### config.mk
export PLATFORM = sky130hd
export DESIGN_NAME = wav_header_chunk_parser
export DESIGN_NICKNAME = d
export VERILOG_FILES = /design/src/rtl/core/whcp_pkg.sv /design/src/rtl/core/whcp_in_reg.sv /design/src/rtl/core/whcp_parse.sv /design/src/rtl/core/whcp_out_reg.sv /design/src/rtl/core/wav_header_chunk_parser.sv
export SDC_FILE = /design/constraint.sdc
export NUM_CORES = 1
export LEC_CHECK = 0
export BUFFER_PORTS_ARGS = -buffer_cell sky130_fd_sc_hd__buf_2
export CORE_MARGIN = 8
export CORE_UTILIZATION = 50
export DETAILED_ROUTE_END_ITERATION = 6
export GPL_ROUTABILITY_DRIVEN = 1
export PLACE_DENSITY = 0.68
export SLEW_MARGIN = 40
export SYNTH_ARGS = -nofsm -noshare
export SYNTH_HDL_FRONTEND = slang
export SYNTH_SLANG_ARGS = --single-unit
### constraint.sdc
create_clock -name clk -period 15.2 [get_ports clk]
set_input_delay 3.04 -clock clk [delete_from_list [all_inputs] [get_ports clk]]
set_output_delay 3.04 -clock clk [all_outputs]
set_load 0.03 [all_outputs]
### src/rtl/core/whcp_pkg.sv
// Package for the WAV header chunk parser: phase and status codes, chunk ids,
// the item and result types shared by the parser modules.
// No dependencies.
`default_nettype none

package whcp_pkg;

  // Width of byte lengths and offsets; the position counter is one bit wider and saturates at 2^LENGTH_BITS.
  localparam int LENGTH_BITS = 32;
  localparam int POS_W       = LENGTH_BITS + 1;

  localparam logic [2:0] PH_RIFF = 3'd0;
  localparam logic [2:0] PH_HEAD = 3'd1;
  localparam logic [2:0] PH_BODY = 3'd2;
  localparam logic [2:0] PH_PAD  = 3'd3;
  localparam logic [2:0] PH_IDLE = 3'd4;

  localparam logic [1:0] KIND_OTHER = 2'd0;
  localparam logic [1:0] KIND_FMT   = 2'd1;
  localparam logic [1:0] KIND_DATA  = 2'd2;

  localparam logic [1:0] STATUS_OK          = 2'd0;
  localparam logic [1:0] STATUS_NOT_WAVE    = 2'd1;
  localparam logic [1:0] STATUS_MISSING     = 2'd2;
  localparam logic [1:0] STATUS_NOT_PCM     = 2'd3;

  localparam logic [31:0] ID_FMT       = 32'h2074_6D66;
  localparam logic [31:0] ID_DATA      = 32'h6174_6164;
  localparam logic [31:0] FMT_MIN_SIZE = 32'd16;
  localparam logic [15:0] FORMAT_PCM   = 16'd1;

  typedef struct packed {
    logic [7:0] data_byte;
    logic       last;
  } whcp_item_t;

  typedef struct packed {
    logic [1:0]  status;
    logic [15:0] format_code;
    logic [15:0] channels;
    logic [31:0] rate_hz;
    logic [15:0] sample_width;
    logic [31:0] data_offset;
    logic [31:0] data_length;
  } whcp_result_t;

  // Expected magic byte: "RIFF" at bytes 0..3, "WAVE" at bytes 8..11.
  function automatic logic [7:0] magic_byte(input logic wave, input logic [1:0] idx);
    logic [7:0] val;
    val = 8'h00;
    unique case ({wave, idx})
      3'b000:  val = 8'h52;
      3'b001:  val = 8'h49;
      3'b010:  val = 8'h46;
      3'b011:  val = 8'h46;
      3'b100:  val = 8'h57;
      3'b101:  val = 8'h41;
      3'b110:  val = 8'h56;
      default: val = 8'h45;
    endcase
    return val;
  endfunction

endpackage

`default_nettype wire

### src/rtl/core/whcp_in_reg.sv
// Input register stage of the WAV header chunk parser.
// Holds one accepted byte until the parse stage consumes it. Uses whcp_pkg.
`default_nettype none

module whcp_in_reg
  import whcp_pkg::*;
(
  input  wire logic       clk,
  input  wire logic       rst_n,
  input  wire logic       in_valid,
  output logic            in_ready,
  input  wire whcp_item_t in_item,
  input  wire logic       take,
  output logic            item_valid,
  output whcp_item_t      item
);

  logic       valid_r;
  whcp_item_t item_r;

  assign in_ready   = !valid_r || take;
  assign item_valid = valid_r;
  assign item       = item_r;

  always_ff @(posedge clk) begin
    if (!rst_n) begin
      valid_r <= 1'b0;
    end else if (in_valid && in_ready) begin
      valid_r <= 1'b1;
    end else if (take) begin
      valid_r <= 1'b0;
    end
  end

  always_ff @(posedge clk) begin
    if (in_valid && in_ready) begin
      item_r <= in_item;
    end
  end

endmodule

`default_nettype wire

### src/rtl/core/whcp_parse.sv
// Parse stage of the WAV header chunk parser: magic check, chunk header walk,
// field capture and the result on the last byte. Uses whcp_pkg.
`default_nettype none

module whcp_parse
  import whcp_pkg::*;
(
  input  wire logic       clk,
  input  wire logic       rst_n,
  input  wire logic       item_valid,
  input  wire whcp_item_t item,
  input  wire logic       out_blocked,
  output logic            take,
  output logic            res_valid,
  output whcp_result_t    res
);

  logic [POS_W-1:0] pos_r;
  logic [2:0]       phase_r, phase_nxt;
  logic             magic_bad_r, magic_bad_nxt;
  logic [63:0]      hdr_r, hdr_nxt;
  logic [1:0]       kind_r, kind_nxt;
  logic [31:0]      len_r, len_nxt;
  logic [31:0]      rem_r, rem_nxt;
  logic             pad_r, pad_nxt;
  logic [63:0]      pend_r, pend_nxt;
  logic [15:0]      pend_bits_r, pend_bits_nxt;
  logic             have_fmt_r, have_fmt_nxt;
  logic             have_data_r, have_data_nxt;
  logic [63:0]      fmt_word_r, fmt_word_nxt;
  logic [15:0]      bits_word_r, bits_word_nxt;
  logic [31:0]      data_start_r, data_start_nxt;
  logic [31:0]      data_size_r, data_size_nxt;
  logic [POS_W-1:0] pos_nxt;

  logic [7:0]             b;
  logic                   magic_ok;
  logic                   finish;
  logic [31:0]            size;
  logic [31:0]            off;
  logic [LENGTH_BITS-1:0] start_sat;

  // The last byte waits here while the previous result is still unread.
  assign take      = item_valid && !(item.last && out_blocked);
  assign res_valid = take && item.last;
  assign b         = item.data_byte;
  assign size      = {b, hdr_r[63:40]};
  assign off       = len_r - rem_r;
  assign start_sat = (pos_r[POS_W-1] || (&pos_r[LENGTH_BITS-1:0])) ?
                     {LENGTH_BITS{1'b1}} : (pos_r[LENGTH_BITS-1:0] + 1'b1);

  always_comb begin
    magic_ok = 1'b1;
    if (pos_r < POS_W'(4)) begin
      magic_ok = (b == magic_byte(1'b0, pos_r[1:0]));
    end else if (pos_r >= POS_W'(8) && pos_r < POS_W'(12)) begin
      magic_ok = (b == magic_byte(1'b1, pos_r[1:0]));
    end
  end

  always_comb begin
    phase_nxt      = phase_r;
    magic_bad_nxt  = magic_bad_r;
    hdr_nxt        = hdr_r;
    kind_nxt       = kind_r;
    len_nxt        = len_r;
    rem_nxt        = rem_r;
    pad_nxt        = pad_r;
    pend_nxt       = pend_r;
    pend_bits_nxt  = pend_bits_r;
    have_fmt_nxt   = have_fmt_r;
    have_data_nxt  = have_data_r;
    fmt_word_nxt   = fmt_word_r;
    bits_word_nxt  = bits_word_r;
    data_start_nxt = data_start_r;
    data_size_nxt  = data_size_r;
    finish         = 1'b0;
    pos_nxt        = pos_r[POS_W-1] ? pos_r : pos_r + 1'b1;

    unique case (phase_r)
      PH_RIFF: begin
        if (!magic_ok) begin
          magic_bad_nxt = 1'b1;
          phase_nxt     = PH_IDLE;
        end else if (pos_r >= POS_W'(11)) begin
          phase_nxt = PH_HEAD;
          rem_nxt   = '0;
        end
      end
      PH_HEAD: begin
        hdr_nxt = {b, hdr_r[63:8]};
        rem_nxt = rem_r + 1'b1;
        // The eighth header byte completes id and size.
        if (rem_r == 32'd7) begin
          len_nxt       = size;
          pend_nxt      = '0;
          pend_bits_nxt = '0;
          if (hdr_r[39:8] == ID_FMT && size >= FMT_MIN_SIZE) begin
            kind_nxt = KIND_FMT;
          end else if (hdr_r[39:8] == ID_DATA) begin
            kind_nxt = KIND_DATA;
            pend_nxt = 64'(start_sat);
          end else begin
            kind_nxt = KIND_OTHER;
          end
          pad_nxt = size[0];
          rem_nxt = size;
          if (size == '0) begin
            finish = 1'b1;
          end else begin
            phase_nxt = PH_BODY;
          end
        end
      end
      PH_BODY: begin
        if (kind_r == KIND_FMT) begin
          if (off < 32'd8) begin
            pend_nxt[{off[2:0], 3'b000} +: 8] = b;
          end else if (off == 32'd14) begin
            pend_bits_nxt[7:0] = b;
          end else if (off == 32'd15) begin
            pend_bits_nxt[15:8] = b;
          end
        end
        rem_nxt = rem_r - 1'b1;
        if (rem_r == 32'd1) begin
          finish = 1'b1;
        end
      end
      PH_PAD: begin
        phase_nxt = PH_HEAD;
        rem_nxt   = '0;
      end
      default: begin
      end
    endcase

    if (finish) begin
      if (kind_nxt == KIND_FMT) begin
        fmt_word_nxt  = pend_nxt;
        bits_word_nxt = pend_bits_nxt;
        have_fmt_nxt  = 1'b1;
      end else if (kind_nxt == KIND_DATA) begin
        data_start_nxt = pend_nxt[31:0];
        data_size_nxt  = len_nxt;
        have_data_nxt  = 1'b1;
      end
      phase_nxt = pad_nxt ? PH_PAD : PH_HEAD;
      rem_nxt   = '0;
    end
  end

  always_comb begin
    if (magic_bad_nxt || phase_nxt == PH_RIFF) begin
      res.status = STATUS_NOT_WAVE;
    end else if (!have_fmt_nxt || !have_data_nxt) begin
      res.status = STATUS_MISSING;
    end else if (fmt_word_nxt[15:0] != FORMAT_PCM) begin
      res.status = STATUS_NOT_PCM;
    end else begin
      res.status = STATUS_OK;
    end
    res.format_code  = fmt_word_nxt[15:0];
    res.channels     = fmt_word_nxt[31:16];
    res.rate_hz      = fmt_word_nxt[63:32];
    res.sample_width = bits_word_nxt;
    res.data_offset  = data_start_nxt;
    res.data_length  = data_size_nxt;
  end

  // After the last byte of a file everything returns to its reset value.
  always_ff @(posedge clk) begin
    if (!rst_n || res_valid) begin
      pos_r        <= '0;
      phase_r      <= PH_RIFF;
      magic_bad_r  <= 1'b0;
      hdr_r        <= '0;
      kind_r       <= KIND_OTHER;
      len_r        <= '0;
      rem_r        <= '0;
      pad_r        <= 1'b0;
      pend_r       <= '0;
      pend_bits_r  <= '0;
      have_fmt_r   <= 1'b0;
      have_data_r  <= 1'b0;
      fmt_word_r   <= '0;
      bits_word_r  <= '0;
      data_start_r <= '0;
      data_size_r  <= '0;
    end else if (take) begin
      pos_r        <= pos_nxt;
      phase_r      <= phase_nxt;
      magic_bad_r  <= magic_bad_nxt;
      hdr_r        <= hdr_nxt;
      kind_r       <= kind_nxt;
      len_r        <= len_nxt;
      rem_r        <= rem_nxt;
      pad_r        <= pad_nxt;
      pend_r       <= pend_nxt;
      pend_bits_r  <= pend_bits_nxt;
      have_fmt_r   <= have_fmt_nxt;
      have_data_r  <= have_data_nxt;
      fmt_word_r   <= fmt_word_nxt;
      bits_word_r  <= bits_word_nxt;
      data_start_r <= data_start_nxt;
      data_size_r  <= data_size_nxt;
    end
  end

  a_restart_after_last: assert property (@(posedge clk) disable iff (!rst_n)
    res_valid |=> (phase_r == PH_RIFF && pos_r == '0 && !have_fmt_r && !have_data_r))
    else $error("parser did not restart after the last byte");

  a_body_has_bytes: assert property (@(posedge clk) disable iff (!rst_n)
    (phase_r == PH_BODY) |-> (rem_r != '0 && rem_r <= len_r))
    else $error("chunk body with no remaining bytes");

  a_bad_magic_idle: assert property (@(posedge clk) disable iff (!rst_n)
    magic_bad_r |-> (phase_r == PH_IDLE && !have_fmt_r && !have_data_r))
    else $error("bad magic but parsing continued");

  a_head_count: assert property (@(posedge clk) disable iff (!rst_n)
    (phase_r == PH_HEAD) |-> (rem_r < 32'd8))
    else $error("chunk header count out of range");

endmodule

`default_nettype wire

### src/rtl/core/whcp_out_reg.sv
// Result register of the WAV header chunk parser.
// Holds one result until the consumer takes it. Uses whcp_pkg.
`default_nettype none

module whcp_out_reg
  import whcp_pkg::*;
(
  input  wire logic         clk,
  input  wire logic         rst_n,
  input  wire logic         res_valid,
  input  wire whcp_result_t res,
  output logic              out_blocked,
  output logic              out_valid,
  input  wire logic         out_ready,
  output whcp_result_t      out_res
);

  logic         valid_r;
  whcp_result_t res_r;

  assign out_valid   = valid_r;
  assign out_res     = res_r;
  assign out_blocked = valid_r && !out_ready;

  always_ff @(posedge clk) begin
    if (!rst_n) begin
      valid_r <= 1'b0;
    end else if (res_valid) begin
      valid_r <= 1'b1;
    end else if (out_ready) begin
      valid_r <= 1'b0;
    end
  end

  always_ff @(posedge clk) begin
    if (res_valid) begin
      res_r <= res;
    end
  end

endmodule

`default_nettype wire

### src/rtl/core/wav_header_chunk_parser.sv
// Top level of the WAV header chunk parser: input register, parse stage and
// result register. Uses whcp_pkg, whcp_in_reg, whcp_parse and whcp_out_reg.
//
//   Channel  Ports            Payload
//   in       in_t*            tdata[7:0] file byte, tlast final byte of the file
//   out      out_t*           tuser status, tdata the header fields (one per file)
//
// One byte is taken every cycle unless a last byte stalls. Each byte is parsed
// from the input register, and the result of a file is registered in the
// result register when its last byte is parsed. Only the last byte of a file can
// stall, while the previous result is still unread. Reset is synchronous and
// active low, and the parser also returns to its reset state after every file.
`default_nettype none

module wav_header_chunk_parser
  import whcp_pkg::*;
(
  input  wire logic         clk,
  input  wire logic         rst_n,
  input  wire logic         in_tvalid,
  output logic              in_tready,
  input  wire logic [7:0]   in_tdata,   // [7:0] data_byte
  input  wire logic         in_tlast,
  output logic              out_tvalid,
  input  wire logic         out_tready,
  output logic [143:0]      out_tdata,  // [15:0] format_code, [31:16] channels,
                                        // [63:32] rate_hz, [79:64] sample_width,
                                        // [111:80] data_offset, [143:112] data_length
  output logic [1:0]        out_tuser   // [1:0] status
);

  whcp_item_t   in_item;
  whcp_item_t   item;
  logic         item_valid;
  logic         take;
  logic         res_valid;
  logic         out_blocked;
  whcp_result_t res;
  whcp_result_t out_res;

  assign in_item.data_byte = in_tdata;
  assign in_item.last      = in_tlast;

  whcp_in_reg u_in_reg (
    .clk        (clk),
    .rst_n      (rst_n),
    .in_valid   (in_tvalid),
    .in_ready   (in_tready),
    .in_item    (in_item),
    .take       (take),
    .item_valid (item_valid),
    .item       (item)
  );

  whcp_parse u_parse (
    .clk         (clk),
    .rst_n       (rst_n),
    .item_valid  (item_valid),
    .item        (item),
    .out_blocked (out_blocked),
    .take        (take),
    .res_valid   (res_valid),
    .res         (res)
  );

  whcp_out_reg u_out_reg (
    .clk         (clk),
    .rst_n       (rst_n),
    .res_valid   (res_valid),
    .res         (res),
    .out_blocked (out_blocked),
    .out_valid   (out_tvalid),
    .out_ready   (out_tready),
    .out_res     (out_res)
  );

  assign out_tuser = out_res.status;
  assign out_tdata = {out_res.data_length, out_res.data_offset, out_res.sample_width,
                      out_res.rate_hz, out_res.channels, out_res.format_code};

endmodule

`default_nettype wire

; After elaboration in Yosys (flattened, before gate mapping)
; Cells that the tools add are included.
; W data, S select, Z words.
[totals]
word_cells = 163
register_bits = 551
[op_classes]
reduce_logical = 30
n_lt_le_gt_ge = 6
n_eq_ne = 20
bitwise = 1
add_sub_neg = 6
shifts = 2
muxes = 70
[ops]
columns = op, count
row1 = $mux W32, 14
row2 = $mux W64, 6
row3 = $pmux W32 S4, 1
row4 = $pmux W64 S2, 1
row5 = $mux W16, 5
row6 = $ge A33 B4 Y1 const B, 2
row7 = $add A32 B1 Y32 const B, 2
row8 = $bwmux W64, 1
row9 = $eq A32 B4 Y1 const B, 2
row10 = $shift A8 B8 Y64 const A, 1
row11 = $shiftx A8 B8 Y64, 1
row12 = $mux W8, 6
row13 = $add A33 B1 Y33 const B, 1
row14 = $lt A33 B3 Y1 const B, 1
row15 = $lt A33 B4 Y1 const B, 1
row16 = $mux W33, 1
row17 = $eq A32 B1 Y1 const B, 1
row18 = $eq A32 B3 Y1 const B, 1
row19 = $eq A32 B30 Y1 const B, 1
row20 = $eq A32 B31 Y1 const B, 1
row21 = $ge A32 B5 Y1 const B, 1
row22 = $logic_not A32 Y1, 1
row23 = $lt A32 B4 Y1 const B, 1
row24 = $pmux W16 S2, 1
row25 = 29 further kinds, 81

; Logic depth before layout (Yosys ltp)
; Gate-level depths: netlist of run 1.
[logic_depth]
word_depth = 12
depth_mapped = 20

; Modules after synthesis
; From an unflattened synthesis of run 1, not the netlist that was laid out.
[unflattened]
cells_unflattened = 3114
hier_area_um2 = 26474.1
[by_module_without_submodules]
columns = mod, instances, seq_area_each_um2, area_per_inst_um2, cells_per_inst
row1 = whcp_parse, 1, 7727.4, 21720.8, 2951
row2 = whcp_out_reg, 1, 4404.2, 4425.5, 149
row3 = whcp_in_reg, 1, 290.3, 327.8, 14

; Worst setup path before layout of run 1
; OpenSTA, ideal clock, no wires.
[synth_timing]
path_kind = input to register
from = input port out_tready
to = register u_parse.fmt_word_r[30]
path_stages = 8
required_time_ps = 15060
path_slack_ps = 7206
arrival_time_ps = 7854
setup_time_ps = 140
path_cell_list = nor2b_1 -> nand2_1 -> and3_1 -> nand2b_1 -> clkbuf_1 -> clkbuf_1 -> clkbuf_1 -> a211oi_1
[synth_between]
elab_chain_len = 7
[synth_lines]
columns = element, line
row1 = "start, declared", wav_header_chunk_parser.sv:25  ; input wire logic out_tready,
row2 = $logic_not A1 Y1, whcp_out_reg.sv:23  ; assign out_blocked = valid_r && !out_ready;
row3 = $logic_and A1 B1 Y1, whcp_out_reg.sv:23
row4 = $logic_and A1 B1 Y1, whcp_parse.sv:44  ; assign take = item_valid && !(item.last && out_blocked);
row5 = $logic_not A1 Y1, whcp_parse.sv:44
row6 = $logic_and A1 B1 Y1, whcp_parse.sv:44
row7 = $logic_and A1 B1 Y1, whcp_parse.sv:45  ; assign res_valid = take && item.last;
row8 = net res_valid, wav_header_chunk_parser.sv:36  ; logic res_valid;
row9 = $logic_or A1 B1 Y1, whcp_parse.sv:173  ; if (!rst_n || res_valid) begin
row10 = "end signal, assigned", whcp_parse.sv:203  ; fmt_word_r <= fmt_word_nxt;
row11 = "end, declared", whcp_parse.sv:30  ; logic [63:0] fmt_word_r, fmt_word_nxt;
; The timed path passes the listed nets, and every way through them passes these cells.
; A chain may end at the register's enable or synchronous reset.

; Worst setup path in the final report of run 1
[layout_timing]
from = input port out_tready
to = output port in_tready
[layout_between]
elab_chain_len = 6
[layout_lines]
columns = element, line
row1 = $logic_not A1 Y1, whcp_out_reg.sv:23
row2 = $logic_and A1 B1 Y1, whcp_out_reg.sv:23
row3 = $logic_and A1 B1 Y1, whcp_parse.sv:44
row4 = $logic_not A1 Y1, whcp_parse.sv:44
row5 = $logic_and A1 B1 Y1, whcp_parse.sv:44
row6 = $logic_or A1 B1 Y1, whcp_in_reg.sv:21  ; assign in_ready = !valid_r || take;
row7 = "end, declared", wav_header_chunk_parser.sv:21  ; output logic in_tready,
; Every way passes these cells.

==> results by group, run 1 <==
Detailed routing
  • Vias per cell: 6.16
  • Routed via count: 24,900
  • Post-Route WL: roughly 87 mm
  • DR pass1 iterations: 7
  • Routed Antenna Nets: 0
  • Post-route DRC: 8
  • Wire per inst: approximately 21 um
  • First DRT Iteration DRCs: 2,433

Timing
  • Final Max Tran Viols: 0
  • Setup TNS Final: 0 ns
  • Final period util: 44.0%
  • RSZ-0062 raised after global routing: false
  • Final setup fails: 0
  • Setup Skew: between 0.03 and 0.04 ns
  • Worst-margin pin slew: about 0.96 ns
  • Final worst setup slack: 8.51 ns
  • Slew margin rel.: 36.1%
  • Final Hold Fails: 0
  • Max Clock Freq: 149 MHz
  • Crit path time final: 6.69 ns

Synth
  • Main synth FF type: dfxtp_1
  • Avg Cell Area, Syn: 8.31 um^2
  • Post-synthesis sequential area ratio: 45.4%
  • Cell Area, Synth: 27,400 um^2
  • Asr flop ratio synth: 0%
  • Yosys top cell by area: dfxtp_1
  • Syn_nets: 3,349
  • Synthesized instance count: 3,291
  • Netlist cell types: a little over 100
  • Share of Yosys cell area claimed by the top area cell type: 28.4%
  • Number of synthesized flops with an enable pin: approximately 160
  • Register bit count reported by yosys: 543
  • Area contributors post-synth: dfxtp_1, edfxtp_1, nand2_1, nor2_1, a211oi_1
  • Yosys synthesis warning count: 0

Setup path
  • Crit path max fanout: 4
  • CP Launch Type: primary input
  • CP required: between 10 and 15 ns
  • Worst Setup End Kind: output port
  • Critical R2R Launch: u_parse.rem_r[17]$_SDFFE_PP0P_
  • R2R depth: 16
  • Crit path from: out_tready
  • Crit Path Class: primary input to output port
  • Arrival time at the worst endpoint: 3.65 ns

Cells and area
  • Syn-to-layout area delta: 12.0%
  • Most common cell after layout, fill and taps aside: nand2_1
  • Util after Layout: 56.8%
  • Fillers: 4,767
  • Leading cell types in the layout, fill and taps excluded: nand2_1, nor2_1, dfxtp_1
  • Final #Nets: 3,358
  • Fraction of layout cells with a size suffix above 1: between 10% and 20%
  • ANT cells: 0

Global routing
  • Pin count of the biggest net entering global routing: around 120
  • Total GRT Usage: 26.6%
  • Global-route wire length before repair: 135 mm
  • Number of global-route vias before repair: 23,600
  • Total gr overflow: 0
  • Initial antenna violation count: 1

Clock tree
  • Total CTS buffers: 58
  • CTS H-Tree Depth: 2
  • Sink Count: 543
  • Clock-pin slew on the worst setup and hold paths: 0.06 ns
  • CTS resizes: 0
  • Worst skew pair latency: 0.64 ns
  • Setup Fix Bufs, Post-CTS: 0
  • CTS max path bufs: 3
  • Hold_buf cts: 0
  • CTS tree: built
  • Clk root buf: clkbuf_16

Placement
  • RePlAce Congestion: 1.00
  • DP Worst Slack: 8.50 ns
  • Port Buffers: 160
  • HPWL Detailed: 59.6 mm

Worst hold path
  • Hold path depth: 2
  • Hold Crit Class: flop to flop
  • Hold Startpoint: u_parse.data_start_r[10]$_SDFFE_PP0P_

Pwr
  • Combinational power share: 4.7%
  • Seq pwr share: approximately 47%
  • Clock Power Share: 48.1%
  • Leakage power: 10.8 nW
  • Int Pwr: 2.47 mW
  • Net Switching: 732 uW
  • Sw Share: a little under a quarter
  • Peak VDD IR: 0.0000815 V
  • Total power: 3.20 mW
  • Pwr Density: approximately 100 nW/um^2

Floorplanning
  • I/O pin count: between 150 and 200
  • Die outline height: 250 um
  • Core area: 53,900 um^2
  • Die width: ~250 um
  • Initial Util: 50.7%
  • FP Rows: 85
  • DIE AREA: 62,500 um^2

Status
  • Failing checks: DRC
  • Status: complete, but fails checks

Flow run
  • Max Cap Violations: 0
==> flip-flops by register name, indices dropped and copies added, names as in the netlist, 32 cells and up <==
name and flops:
u_out_reg.out_res 146, u_parse.fmt_word_r 64, u_parse.pend_r 64, u_parse.hdr_r 56, u_parse.pos_r 33, u_parse.data_size_r 32, u_parse.data_start_r 32, u_parse.len_r 32
u_parse.rem_r 32
==> final cells by class <==
class,count,area [um^2],area share [%]
multi-input cells,2439,13800,45.1
flip-flops and latches,543,12400,40.5
clock buffers,75,1590,5.18
repair buffers,202,1240,4.05
well taps,696,871,2.84
clock inverters,34,500,1.63
inverters,56,210,0.686
==> power by group through the flow <==
stage                     Combinational [mW]  Sequential, mW  Clock (mW)
after floorplan                       0.0873            1.56           0
after global placement                 0.141            1.54           0
after detailed placement               0.147            1.54           0
after CTS                              0.147            1.51        1.56
after global routing                   0.160            1.51        1.62
final                                  0.149            1.51        1.54
==> through the flow <==
step,hold slack [ns],cell area (um^2),instances
final,0.459,30600,4045
after global routing,0.487,30600,4045
after CTS,0.458,30600,4044
after detailed placement,0.453,28500,3935
after global placement,0.437,28400,3930
after floorplan,0.429,27400,3291
==> metal layers <==
| layer | part of all wire (%) | routed length, um | GRT usage, % | vias to the layer above |
|---|---|---|---|---|
| met4 | 4.4 | 3780 | 11.5 | 0 |
| met2 | 46 | 40200 | 43.6 | 1039 |
| met3 | 7.3 | 6280 | 4.72 | 237 |
| met1 | 42 | 36300 | 34.2 | 11800 |
| met5 | 0 | 0 | 0 | - |
| li1 | - | - | - | 11800 |
==> Yosys cell counts, drive strengths merged (35+ instances only) <==
library cell and number:
nand2 506, xnor2 52, mux2i 35, a211oi 222
nand4 36, buf 35, edfxtp 155, clkbuf 218
nor4 42, dfxtp 388, nor2 439, o21ai 214
inv 55, and3 57, a22oi 43, a21oi 266
nor3 69, ha 44, nand3 72
==> worst max-delay path, cell delays in order <==
cell	delay, ns
buf_2	0.10
nor2b_1	0.20
nand3_1	0.12
buf_2	0.19
==> logic make-up after synthesis <==
family / synth area share, %
xor+xnor: 2.66
mux: 1.53
buf+inv: 4.44
compound gates: 22.0
flops: 45.4
fa+ha+maj: 2.09
simple gates: 21.9
==> worst paths after layout <==
check	end	slack, ns
max	in_tready	8.51
min reg2reg	u_parse.data_start_r[10]$_SDFFE_PP0P_	0.46
max reg2reg	u_out_reg.out_res[34]$_DFFE_PP_	9.10
min	u_parse.data_start_r[10]$_SDFFE_PP0P_	0.46
Power figures use the tool's default switching activity.
==> run 2: changes to the inputs <==
--- a/config.mk
+++ b/config.mk
@@ -10,7 +10,7 @@
 export CORE_UTILIZATION = 50
 export DETAILED_ROUTE_END_ITERATION = 6
 export GPL_ROUTABILITY_DRIVEN = 1
-export PLACE_DENSITY = 0.68
+export PLACE_DENSITY = 0.7
 export SLEW_MARGIN = 40
 export SYNTH_ARGS = -nofsm -noshare
 export SYNTH_HDL_FRONTEND = slang
==> constraint.sdc (replaced) <==
create_clock -name clk -period 6 [get_ports clk]
set_input_delay 1.2 -clock clk [delete_from_list [all_inputs] [get_ports clk]]
set_output_delay 1.2 -clock clk [all_outputs]
set_load 0.03 [all_outputs]
==> run 2 against run 1 <==
  * The flow now finishes without violations
  * Critical path depth rose by 12
  * Routed wire length rose by 2.7%
  * Worst hold slack improved by 0.0012 ns
  * Clock skew fell by 0.019 ns
  * Sequential cell count did not move
  * Non-clock buffer count rose by 25
  * Sequential share of layout area rose by 0.063 points
  * Sequential power rose to 2.5 times the previous value
  * Critical path type is now flop to flop
==> results by group, run 2 (same netlist as run 1, synthesis figures left out) <==
Detailed routing
  • Routed Antenna Nets: 0
  • First DRT Iteration DRCs: 2,408
  • DR pass1 iterations: 6
  • Wire per inst: 21.9 um
  • Post-Route WL: ~89 mm
  • Vias per cell: 6.19
  • Routed via count: between 20,000 and 30,000
  • Post-route DRC: 0

Status
  • Status: finished clean

Clock tree
  • CTS H-Tree Depth: 2
  • Clk root buf: clkbuf_16
  • Worst skew pair latency: 0.62 ns
  • Clock-pin slew on the worst setup and hold paths: 0.06 ns
  • CTS max path bufs: 3
  • Setup Fix Bufs, Post-CTS: 0
  • Total CTS buffers: 56
  • CTS tree: built
  • Sink Count: 543

Setup path
  • Critical R2R Launch: u_parse.rem_r[20]$_SDFFE_PP0P_
  • Arrival time at the worst endpoint: 5.99 ns
  • R2R depth: 16
  • CP Launch Type: flop
  • Worst Setup End Kind: flop
  • CP required: roughly 6.4 ns
  • Crit Path Class: flop to flop
  • RR Endpoint: u_out_reg.out_res[83]$_DFFE_PP_
  • Crit path max fanout: 15
  • Flop-to-flop setup slack: 0.36 ns

Floorplanning
  • Die outline height: between 200 and 250 um
  • I/O pin count: 161
  • Die width: 250 um
  • Core area: 53,900 um^2
  • DIE AREA: 62,500 um^2
  • FP Rows: 85
  • Initial Util: between 50% and 60%

Flow run
  • Max Cap Violations: 0

Worst hold path
  • Hold path depth: 2
  • Hold Crit Class: flop to flop
  • Worst Hold Endpoint: u_parse.hdr_r[23]$_SDFFE_PP0P_
  • Hold Startpoint: u_parse.hdr_r[31]$_SDFFE_PP0P_

Timing
  • Final setup fails: 0
  • RSZ-0062 raised after global routing: false
  • Final Hold Fails: 0
  • Max Clock Freq: 177 MHz
  • Final period util: 94.1%
  • Worst-margin pin slew: 0.849 ns
  • Setup Skew: 0.0148 ns
  • Hold_ws: ~0.46 ns
  • Crit path time final: 5.64 ns
  • Final Max Tran Viols: 0
  • Slew margin rel.: between 40 and 50%
  • Setup TNS Final: 0 ns

Cells and area
  • Max reg flops: 146
  • ANT cells: 0
  • Final #Nets: 3,381
  • Leading cell types in the layout, fill and taps excluded: nand2_1, nor2_1, dfxtp_1
  • Fraction of layout cells with a size suffix above 1: 11.4%
  • Syn-to-layout area delta: 11.8%
  • Most common cell after layout, fill and taps aside: nand2_1

Placement
  • RePlAce Congestion: 0.974
  • HPWL Detailed: 61.9 mm
  • Port Buffers: 160

Global routing
  • Global-route wire length before repair: 137 mm
  • Initial antenna violation count: 0
  • Total gr overflow: 0
  • Number of global-route vias before repair: 23,600
  • Total GRT Usage: 27.1%
  • Pin count of the biggest net entering global routing: 85

Pwr
  • Pwr Density: 254 nW/um^2
  • Peak VDD IR: 0.000227 V
  • Leakage power: 10.8 nW
==> run 2: cell types whose count changed in the layout (fill, tap and decap cells not counted), moves of 2 or more <==
cell / change
buf_6: -2
inv_6: -2
clkbuf_1: +4
buf_12: +2
buf_16: -2
bufinv_16: -6
buf_4: +26
clkbuf_16: -2
==> run 2: how the worst max path moves through the flow <==
stage / slack, ns / cells past startpoint / endpoint / from
after floorplan: 1.37 / 18 / u_out_reg.out_res[50]$_DFFE_PP_ / u_parse.rem_r[4]$_SDFFE_PP0P_
after global placement: 0.43 / 17 / u_out_reg.out_res[80]$_DFFE_PP_ / u_parse.rem_r[6]$_SDFFE_PP0P_
after detailed placement: 0.30 / 16 / u_out_reg.out_res[83]$_DFFE_PP_ / u_parse.rem_r[6]$_SDFFE_PP0P_
after CTS: 0.29 / 16 / u_out_reg.out_res[83]$_DFFE_PP_ / u_parse.rem_r[6]$_SDFFE_PP0P_
after global routing: 0.07 / 16 / u_out_reg.out_res[83]$_DFFE_PP_ / u_parse.rem_r[13]$_SDFFE_PP0P_
final: 0.36 / 16 / u_out_reg.out_res[83]$_DFFE_PP_ / u_parse.rem_r[20]$_SDFFE_PP0P_
==> run 2: worst max-delay path, cell delays in order (launching register included) <==
cell and delay (ns):
dfxtp_1 0.41, inv_1 0.14, ha_1 0.50, nand4_1 0.29, o22ai_1 0.21, a2111oi_1 0.84, nor4b_1 0.33, a211oi_1 0.18
a311o_1 0.40, nor4b_4 0.40, nand2_2 0.23, nor2_1 0.26, and2_1 0.20, and4bb_2 0.48, nor2_1 0.11, a21oi_1 0.29
o21ai_1 0.10
==> run 2: stage by stage <==
step	util [%]	area, um^2	instances	total power, mW	worst slack (ns)
after floorplan	-	27400	3291	4.16	1.37
after global placement	53.1	28600	3958	4.29	0.426
after detailed placement	53.2	28700	3961	4.30	0.301
after CTS	56.7	30600	4067	7.80	0.294
after global routing	56.7	30600	4067	7.99	0.0734
final	56.7	30600	4067	7.76	0.357
==> run 2: layer usage <==
layer | track usage [%] | part of all wire (%) | vias to the layer above
met5 | 0 | 0 | -
met4 | 10.3 | 3.8 | 0
met1 | 35.2 | 42 | 12100
met2 | 45.3 | 47 | 1038
met3 | 4.26 | 7.0 | 198
li1 | - | - | 11900
==> run 2: area by class of cell <==
| cell class | instances | area, um^2 |
|---|---|---|
| fill | 4774 | 23300 |
| sequential | 543 | 12400 |
| multi-input combinational | 2439 | 13800 |
| tap | 696 | 871 |
| clock buffer | 77 | 1550 |
| clock inverter | 29 | 314 |
| timing repair buffer | 227 | 1410 |
| inverter | 56 | 210 |
==> run 2: power breakdown <==
group          switching [mW]  internal, mW
Combinational           0.286         0.103
Sequential             0.0280          3.81
Clock                    1.50          2.04
==> run 2: repair_timing <==
| item | 4_1_cts | 5_1_grt |
|---|---|---|
| resized for setup | 0 | 2 |
| hold buffers | 0 | 0 |
| endpoints found under the setup margin | 0 | 36 |
